===== src/sus_pkg.sv =====
// ----------------------------------------------------------------------------
// sus_pkg
// Shared types, defaults and helpers for the smallest unformable subset sum
// block.
// ----------------------------------------------------------------------------
package sus_pkg;

	localparam int VALUE_MAX_DEF  = 255;
	localparam int REACH_BITS_DEF = 4096;
	localparam int WORD_BITS_DEF  = 64;

	localparam int VALUE_W  = 8;
	localparam int ANSWER_W = 13;

	typedef struct packed {
		logic [VALUE_W-1:0] value;
		logic               is_last;
	} item_t;

	typedef struct packed {
		logic [ANSWER_W-1:0] first_unformed;
		logic                overflow;
	} result_t;

	// Per-word controls for the merge unit.
	typedef struct packed {
		logic set_bit;    // this word holds the element's own bit
		logic last_word;  // trim bits beyond the bitset capacity
	} merge_ctl_t;

	typedef enum logic [2:0] {
		ST_IDLE,
		ST_DIV,
		ST_WALK,
		ST_PREP,
		ST_SRCH_RD,
		ST_SRCH_CHK,
		ST_BITS,
		ST_FIN
	} state_t;

	// Index of the lowest set bit of an 8-bit chunk.
	function automatic logic [2:0] lowest_one8(input logic [7:0] bits);
		logic [2:0] idx;
		idx = '0;
		for (int i = 7; i >= 0; i--) begin
			if (bits[i]) begin
				idx = 3'(i);
			end
		end
		return idx;
	endfunction

endpackage


===== src/sus_merge.sv =====
// ----------------------------------------------------------------------------
// sus_merge
// Shared shift unit: shifts a pair of source words left by the in-word
// offset of the element and merges the upper word into the destination.
// ----------------------------------------------------------------------------
module sus_merge
	import sus_pkg::*;
#(
	parameter int WORD_BITS = 64,
	parameter int LAST_BITS = 64,
	parameter int SHIFT_W   = 6
) (
	input  logic [WORD_BITS-1:0] old_word,
	input  logic [WORD_BITS-1:0] src_hi,
	input  logic [WORD_BITS-1:0] src_lo,
	input  logic [SHIFT_W-1:0]   shamt,
	input  merge_ctl_t           ctl,
	output logic [WORD_BITS-1:0] new_word
);

	localparam logic [WORD_BITS-1:0] ALL_ONES  = {WORD_BITS{1'b1}};
	localparam logic [WORD_BITS-1:0] LAST_MASK = ALL_ONES >> (WORD_BITS - LAST_BITS);

	logic [2*WORD_BITS-1:0] pair_sh;
	logic [WORD_BITS-1:0]   own_bit;
	logic [WORD_BITS-1:0]   keep;

	always_comb begin
		pair_sh  = {src_hi, src_lo} << shamt;
		own_bit  = ctl.set_bit ? (WORD_BITS'(1) << shamt) : '0;
		keep     = ctl.last_word ? LAST_MASK : ALL_ONES;
		new_word = (old_word | pair_sh[2*WORD_BITS-1:WORD_BITS] | own_bit) & keep;
	end

endmodule


===== config.mk =====
export PLATFORM = sky130hd
export DESIGN_NAME = sus_merge
export DESIGN_NICKNAME = d
export VERILOG_FILES = /design/src/sus_pkg.sv /design/src/sus_merge.sv
export SDC_FILE = /design/constraint.sdc
export NUM_CORES = 1
export LEC_CHECK = 0
export BUFFER_PORTS_ARGS = -buffer_cell sky130_fd_sc_hd__buf_2
export CAP_MARGIN = 25
export CORE_UTILIZATION = 56
export DETAILED_ROUTE_END_ITERATION = 16
export PLACE_DENSITY = 0.85
export SYNTH_ARGS = -nofsm -noshare
export SYNTH_HDL_FRONTEND = slang
export SYNTH_SLANG_ARGS = --single-unit

===== constraint.sdc =====
create_clock -name vclk -period 4.4
set_clock_uncertainty 0.1 [all_clocks]
set_input_delay 1.1 -clock vclk [all_inputs]
set_output_delay 1.1 -clock vclk [all_outputs]
set_load 0.01 [all_outputs]

==> results of run 1 <==
[Yosys cell counts (5+ instances only)]
| cell type | number |
|---|---|
| o21a_1 | 12 |
| clkbuf_1 | 40 |
| a22oi_1 | 33 |
| buf_6 | 9 |
| o22a_1 | 14 |
| a221oi_1 | 8 |
| a32oi_1 | 15 |
| o21ai_0 | 27 |
| mux2_2 | 99 |
| a31oi_1 | 9 |
| nor2b_1 | 7 |
| a22o_1 | 19 |
| mux4_2 | 158 |
| o211ai_1 | 15 |
| mux2i_1 | 95 |
| buf_2 | 34 |
| a21oi_1 | 17 |
| inv_1 | 13 |
| a2111oi_0 | 7 |
| nand3_1 | 6 |
| nand2b_1 | 11 |
| buf_4 | 10 |
| a211oi_1 | 9 |
| or4_1 | 5 |
| and3_1 | 6 |
| nor3_1 | 26 |
| or3_1 | 7 |
| nand2_1 | 67 |
| o221ai_1 | 6 |
| o22ai_1 | 23 |
| buf_1 | 11 |
| nor2_1 | 66 |
| a2bb2oi_1 | 8 |
[logic make-up after synthesis]
group / Yosys count
AOI/OAI and AO/OA: 275
and+or+nand+nor: 221
buffers and inverters: 124
muxes: 353
[metrics by stage]
step	setup TNS [ns]	util, %
after CTS	-1.57	82.7
after global placement	-7.45	77.8
after floorplan	0	-
after detailed placement	-9.28	77.8
[layer usage]
layer | overflow | global-route usage (%)
met1 | 0 | 76.1
met2 | 3 | 93.7
met3 | 0 | 58.2
met4 | 3 | 74.0
met5 | 0 | 16.9
[repair_timing]
| item | 4_1_cts |
|---|---|
| endpoints found under the hold margin | 0 |
| gates resized for setup | 108 |
| hold buffers | 0 |
| pin swaps | 16 |
| buffers inserted | 21 |
| gates cloned | 6 |
| setup endpoints to repair | 61 |
==> metrics.md, run 1 <==
| Metric | Value |
|---|---|
| Post-synthesis simple-gate area fraction | 11.0% |
| Error Message | [ERROR GRT-0232] Routing congestion too high. Check the congestion heatmap in the GUI. |
| Register area share after synthesis | 0% |
| Largest family of logic cells by synthesized area | multiplexers |
| Worst-path endpoint after global-route repair_timing | new_word[0] |
| Post-synthesis compound-gate area fraction | 22.3% |
| Yosys cell types | 73 |
| IO Count | 264 |
| Multiplexer area fraction after synthesis | 59.8% |
| Post-Synth XOR/XNOR Area | 0% |
| Die Span X | 132 um |
| Buffers added on ports | 262 |
| RD Place Congestion | 1.10 |
| DP Worst Slack | -0.339 ns |
| Post-Syn Instances | 973 |
| Syn Nets | 1173 |
| Post-Syn Area | 0.00942 mm^2 |
| Adder-cell area share of the yosys netlist | 0% |
| Dpl cells | 1641 |
| Placed inst area | 0.0128 mm^2 |
| DP HPWL | 39600 um |
| Failed at | global routing (5_1_grt) |
| Synth Area per Inst | 9.68 um^2 |
| Global route overflow | 6 |
| Height of the chip | 132 um |
| Cell taking the most area after synthesis | mux4_2 |
| Number of synthesis warnings | 0 |
| Yosys top cell area share | 37.8% |
| Top cells by area, synth | mux4_2 (38%), mux2_2 (12%), mux2i_1 (10%) |
| Worst ep type | primary output |
| Outcome | aborted with a tool error |
| Initial Utilization | 57.0% |
| Largest net degree at the start of global routing | 58 |
| GRT Total Usage | 75.2% |
| Row cnt | 47 |
==> run 2, diff against run 1 <==
--- a/config.mk
+++ b/config.mk
@@ -7,9 +7,9 @@
 export LEC_CHECK = 0
 export BUFFER_PORTS_ARGS = -buffer_cell sky130_fd_sc_hd__buf_2
 export CAP_MARGIN = 25
-export CORE_UTILIZATION = 56
+export CORE_UTILIZATION = 40
 export DETAILED_ROUTE_END_ITERATION = 16
-export PLACE_DENSITY = 0.85
+export PLACE_DENSITY_LB_ADDON = 0.15
 export SYNTH_ARGS = -nofsm -noshare
 export SYNTH_HDL_FRONTEND = slang
 export SYNTH_SLANG_ARGS = --single-unit
==> run 2 against run 1 <==
Against the previous run:
- the flow now finishes, with violations (setup timing)
- synthesized area stayed put
- synthesized cell count is the same
==> metrics.md, run 2 <==
| Metric | Value |
|---|---|
| Outcome | complete, but fails checks |
| Violated checks | setup timing |
| DRC viols | 0 |
| IO Count | 264 (unchanged) |
| Global route overflow | 0 |
| Post-cts hold buffer count | 0 (unchanged) |
| Top cells by area, synth | mux4_2 (38%), mux2_2 (12%), mux2i_1 (10%) |
| Number of synthesis warnings | 0 (unchanged) |
| Worst setup SP type | input port |
| Tightest Pin Transition | 0.670 ns |
| DP HPWL | 40900 um (+3.1%) |
| RD Place Congestion | 1.07 (-2.6%) |
| Antenna Violating Nets Remaining | 0 |
| Height of the chip | 155 um (+18%) |
| Fill cells | 1938 |
| Hold Violations, Final | 0 |
| Initial antenna violation count | 1 |
| Slew Limit Fails | 0 |
| Setup violators final | 41 |
| Met1 usage | 55.6% |
| Critical setup path kind | in -> out |
| CLK BUF | 0 |
| Total core area | 0.0228 mm^2 |
| Share of layout cells above drive strength 1 | 67.9% |
| ANT cells | 0 |
| Hold Worst Slack | 2.37 ns |
| Area grow syn2layout | 61.3% |
| Count leader, synth | mux4_2 |
| Syn Nets | 1173 (unchanged) |
| Req. time, crit path | 3.20 ns |
| Die area | 0.0242 mm^2 |
| Buffers added on ports | 262 (unchanged) |
| Via count | 12400 |
| Yosys cell types | 73 (unchanged) |
| Worst EP arrival | 3.37 ns |
| Yosys top cell area share | 37.8% (unchanged) |
| Seq_cells | 0 |
| Period utilization | 104% |
| Vias in the first global route | 11700 |
| Initial Utilization | 41.2% (-16 points) |
| Fmax | 219 MHz |
| Detailed Route WL | 51400 um |
| Cell taking the most area after synthesis | mux4_2 |
| Crit end category | output pin |
| Synth Area per Inst | 9.68 um^2 (unchanged) |
| Most frequent cells in the layout | buf_4 (310), buf_2 (254), mux4_2 (158) |
| Post-Syn Area | 0.00942 mm^2 (unchanged) |
| GR Layer Usage met3 | 5.38% |
| Register area share after synthesis | 0% (unchanged) |
| Via/cell ratio | 6.77 |
| Initial drt markers | 1407 |
| Reg area | 0 um^2 |
| Drt first pass iters | 6 |
| Final min period | 4.57 ns |
| Post-Syn Instances | 973 (unchanged) |
| Hold Crit Class | in -> out |
| Leading cell type in the layout, fill and taps excluded | buf_4 |
| Row cnt | 55 (+17%) |
| Area of the multi-input gates | 0.00970 mm^2 |
| M2 GR Usage | 66.7% |
| Max IR drop VDD | 0.0752 mV |
| Max-Cap Viols | 0 |
| GRT Total Usage | 40.9% |
| Final #Nets | 1718 |
| Grt peak-use layer | met2 |
| Drt wl/cell | 28.1 um |
| LEAKAGE | 6.37 nW |
| Slew margin rel. | 55.2% |
| Pwr Density | 154 mW/mm^2 |
| RSZ-0062 raised after global routing | yes |
| First-pass GRT wire length | 73700 um |
| Die Span X | 155 um (+18%) |
| Post-synth top cells | mux4_2 (158), mux2_2 (99), mux2i_1 (95), nand2_1 (67), nor2_1 (66) |
| DP Worst Slack | -0.321 ns (+0.0182 ns) |
| Worst-path fanout max | 8 |
| Largest net degree at the start of global routing | 37 |
| Final worst slack | -0.169 ns |
[run 2: area by class of cell]
cell class / instances / share of cell area [%]
multi-input cells: 849 / 63.8
repair buffers: 650 / 33.2
well taps: 313 / 2.58
inverters: 17 / 0.445
[run 2: layer usage]
layer	share of wire (%)	vias up	wire length (um)
met5	0.025	-	13
met4	4.9	2	2530
met3	10	152	5250
met2	45	890	23300
met1	39	6109	20300
li1	-	5233	-
[run 2: worst max-delay path, cell delays in order]
cell	delay, ns
clkbuf_16	0.18
buf_8	0.15
buf_12	0.15
mux4_2	0.53
mux2i_2	0.23
buf_4	0.17
nand2_2	0.05
a32o_2	0.30
a2111o_1	0.35
buf_2	0.16
[run 2: worst paths after layout]
kind                    startpoint            to  slack (ns)  depth (start not counted)
worst max-delay path      shamt[1]  new_word[17]       -0.17                         10
worst min-delay path  old_word[20]  new_word[20]        2.37                          3
[run 2: cell families (layout without fill, tap and decap cells)]
family	after synthesis	in the layout	synth area share, %
AND/OR/NAND/NOR	221	221	11.0
buffers and inverters	124	667	6.89
AO/OA/AOI/OAI	275	275	22.3
multiplexers	353	353	59.8
[run 2: what timing repair did]
action / CTS / global route
setup endpoints to repair: 63 / 61
gates resized for setup: 178 / 92
setup buffers: 46 / 19
pin swaps: 30 / 37
endpoints found under the hold margin: 0 / 0
cloned: 5 / 2
[run 2: metrics by stage]
stage          TNS [ns]  instance area, um^2  std cells  utilization (%)  power [W]
2_1_floorplan         0                 9420        973                -   0.000980
3_3_place_gp     -11.13                13200       1761             57.9    0.00193
3_5_place_dp     -11.95                13200       1761             57.9    0.00194
4_1_cts           -1.65                14600       1812             63.7    0.00215
5_1_grt           -4.68                15200       1829             66.5    0.00241
6_report          -3.04                15200       1829             66.5    0.00233
[run 2: power by group]
| part | switching, W | internal [W] | leakage, nW |
|---|---|---|---|
| clock | 0 | 0 | 0 |
| sequential | 0 | 0 | 0 |
| combinational | 0.00115 | 0.00118 | 6.37 |
| total | 0.00115 | 0.00118 | 6.37 |
Note: power is estimated with default switching activity, not from simulation.
==> run 3, diff against run 2 <==
--- a/config.mk
+++ b/config.mk
@@ -9,6 +9,7 @@
 export CAP_MARGIN = 25
 export CORE_UTILIZATION = 40
 export DETAILED_ROUTE_END_ITERATION = 16
+export MAX_ROUTING_LAYER = met4
 export PLACE_DENSITY_LB_ADDON = 0.15
 export SYNTH_ARGS = -nofsm -noshare
 export SYNTH_HDL_FRONTEND = slang
==> run 3 against run 2 <==
Against the previous run:
- the flow still finishes with violations (setup timing)
- power rose by 0.62%
- non-clock buffer count rose by 9
- worst setup slack improved by 0.0019 ns
- core utilization fell by 0.16 points
- via count rose by 0.94%
- combinational power barely moved
- sequential share of layout area did not move
- design area fell by 0.25%
- largest power group unchanged
- highest routed layer is now met4
==> metrics.md, run 3 (synthesis gave the netlist of run 2 again) <==
| Metric | Value |
|---|---|
| Final #Nets | 1727 (+0.52%) |
| Outcome | complete, but fails checks |
| Initial drt markers | 1585 (+13%) |
| Finished Layout Cells | 1839 (+0.55%) |
| Final worst slack | -0.167 ns (+0.00191 ns) |
| TNS Setup | -1.28 ns (+1.76 ns) |
| RSZ-0062 raised after global routing | yes |
| IO Count | 264 (unchanged) |
| Pwr Density | 155 mW/mm^2 (+0.87%) |
| Initial Utilization | 41.2% (unchanged) |
| Antenna Violating Nets Remaining | 0 (unchanged) |
| Worst setup SP type | input port |
| First-pass GRT wire length | 75500 um (+2.4%) |
| Worst-path fanout max | 6 (-2) |
| Max-Cap Viols | 0 (unchanged) |
| Switching part of the total power | 49.4% (+0.13 points) |
| Req. time, crit path | 3.20 ns (about the same) |
| Final Cell Area | 0.0152 mm^2 (-0.25%) |
| Final min period | 4.57 ns (-0.00191 ns) |
| Clock power frac | 0% (unchanged) |
| Initial antenna violation count | 1 (unchanged) |
| Slew Limit Fails | 0 (unchanged) |
| Tightest Pin Transition | 0.601 ns (-0.0688 ns) |
| CLK BUF | 0 (unchanged) |
| Drt wl/cell | 28.9 um (+2.8%) |
| Largest net degree at the start of global routing | 32 (-14%) |
| Vias in the first global route | 11700 (+0.39%) |
| Most frequent cells in the layout | buf_4 (325), buf_2 (252), mux4_2 (158) |
| Via/cell ratio | 6.80 (+0.40%) |
| Total core area | 0.0228 mm^2 (unchanged) |
| Share of layout cells above drive strength 1 | 67.7% (-0.20 points) |
| Detailed Route WL | 53100 um (+3.4%) |
| Seq_cells | 0 (unchanged) |
| Row cnt | 55 (unchanged) |
| Crit end category | output pin |
| Violated checks | setup timing |
| GRT Total Usage | 43.2% (+2.2 points) |
| Slew margin rel. | 59.9% (+4.8 points) |
| Area grow syn2layout | 60.9% |
| LEAKAGE | 6.39 nW (+0.32%) |
| Die Span X | 155 um (unchanged) |
| Sequential cell fraction of total power | 0% (unchanged) |
| Fill cells | 1899 (-2.0%) |
| Net Sw Power | 0.00116 W (+0.88%) |
| Period utilization | 104% (about the same) |
| RD Place Congestion | 1.10 (+2.9%) |
| Worst EP arrival | 3.37 ns (about the same) |
| Combinational share of power | 100.0% (about the same) |
| Drt first pass iters | 9 (+3) |
| Setup violators final | 22 (-46%) |
| Critical setup path kind | in -> out |
| Placed inst area | 0.0133 mm^2 (+0.68%) |
| Max IR drop VDD | 0.0952 mV (+27%) |
| Hold Violations, Final | 0 (unchanged) |
| Global route overflow | 0 (unchanged) |
| Hold Crit Class | in -> out |
| DRC viols | 0 (unchanged) |
| Height of the chip | 155 um (unchanged) |
| DP HPWL | 42400 um (+3.8%) |
| Via count | 12500 (+0.94%) |
| Internal | 0.00119 W (+0.36%) |
| Die area | 0.0242 mm^2 (unchanged) |
| Reg area | 0 um^2 (unchanged) |
| Buffers added on ports | 262 (unchanged) |
| Post-cts hold buffer count | 0 (unchanged) |
| Fmax | 219 MHz (about the same) |
| Dpl cells | 1783 (+1.2%) |
| Leading cell type in the layout, fill and taps excluded | buf_4 |
## run 3: cell types whose count changed in the layout (fill, tap and decap cells not counted), sizes merged
cell,previous run,this run
buf,645,652
bufbuf,1,2
clkbuf,4,5
diode,0,1
## run 3: final timing paths
check               startpoint           end  depth (start not counted)
hold / removal    old_word[20]  new_word[20]                          3
setup / recovery      shamt[1]  new_word[11]                          9
## run 3: cell type report
type / instances / area, um^2 / area share, %
antenna: 1 / 2.50 / 0.0165
multi-input combinational: 849 / 9680 / 63.9
timing repair buffer: 659 / 5010 / 33.1
tap: 313 / 392 / 2.58
inverter: 17 / 70.1 / 0.462
## run 3: power groups by stage
| stage | clock [W] | combinational, W | sequential (W) |
|---|---|---|---|
| CTS | 0 | 0.00216 | 0 |
| floorplan | 0 | 0.000980 | 0 |
| detailed placement | 0 | 0.00197 | 0 |
| global placement | 0 | 0.00196 | 0 |
| global route | 0.0000000000582 | 0.00242 | 0 |
| finish | 0.0000000000622 | 0.00235 | 0 |
## run 3: timing repair
action / CTS / global route
buffers inserted: 27 / 28
pin swaps: 39 / 39
gates cloned: 6 / 4
resized for setup: 159 / 107
endpoints found under the setup margin: 63 / 54
## run 3: metrics by stage
step                util (%)  power (W)  hold slack, ns  worst slack [ns]
floorplan                  -   0.000980            2.20            0.0259
global placement        58.3    0.00196            2.38            -0.399
detailed placement      58.3    0.00197            2.38            -0.415
CTS                     63.0    0.00216            2.39            -0.121
global route            66.3    0.00242            2.40            -0.205
finish                  66.3    0.00235            2.38            -0.167
## run 3: worst max-delay path: stages
cell and delay, ns:
clkbuf_16 0.15, buf_8 0.14, buf_6 0.12, mux2i_1 0.12, mux2_4 0.28, mux2_4 0.28
a311o_1 0.32, a222oi_1 0.59, buf_2 0.25
## run 3: metal layers
| layer | routed length (um) | global-route usage [%] | vias to the layer above |
|---|---|---|---|
| met4 | 2470 | 15.5 | 0 |
| met5 | 0 | - | - |
| met3 | 5490 | 3.65 | 138 |
| li1 | - | - | 5244 |
| met2 | 24300 | 68.1 | 903 |
| met1 | 20800 | 58.0 | 6218 |
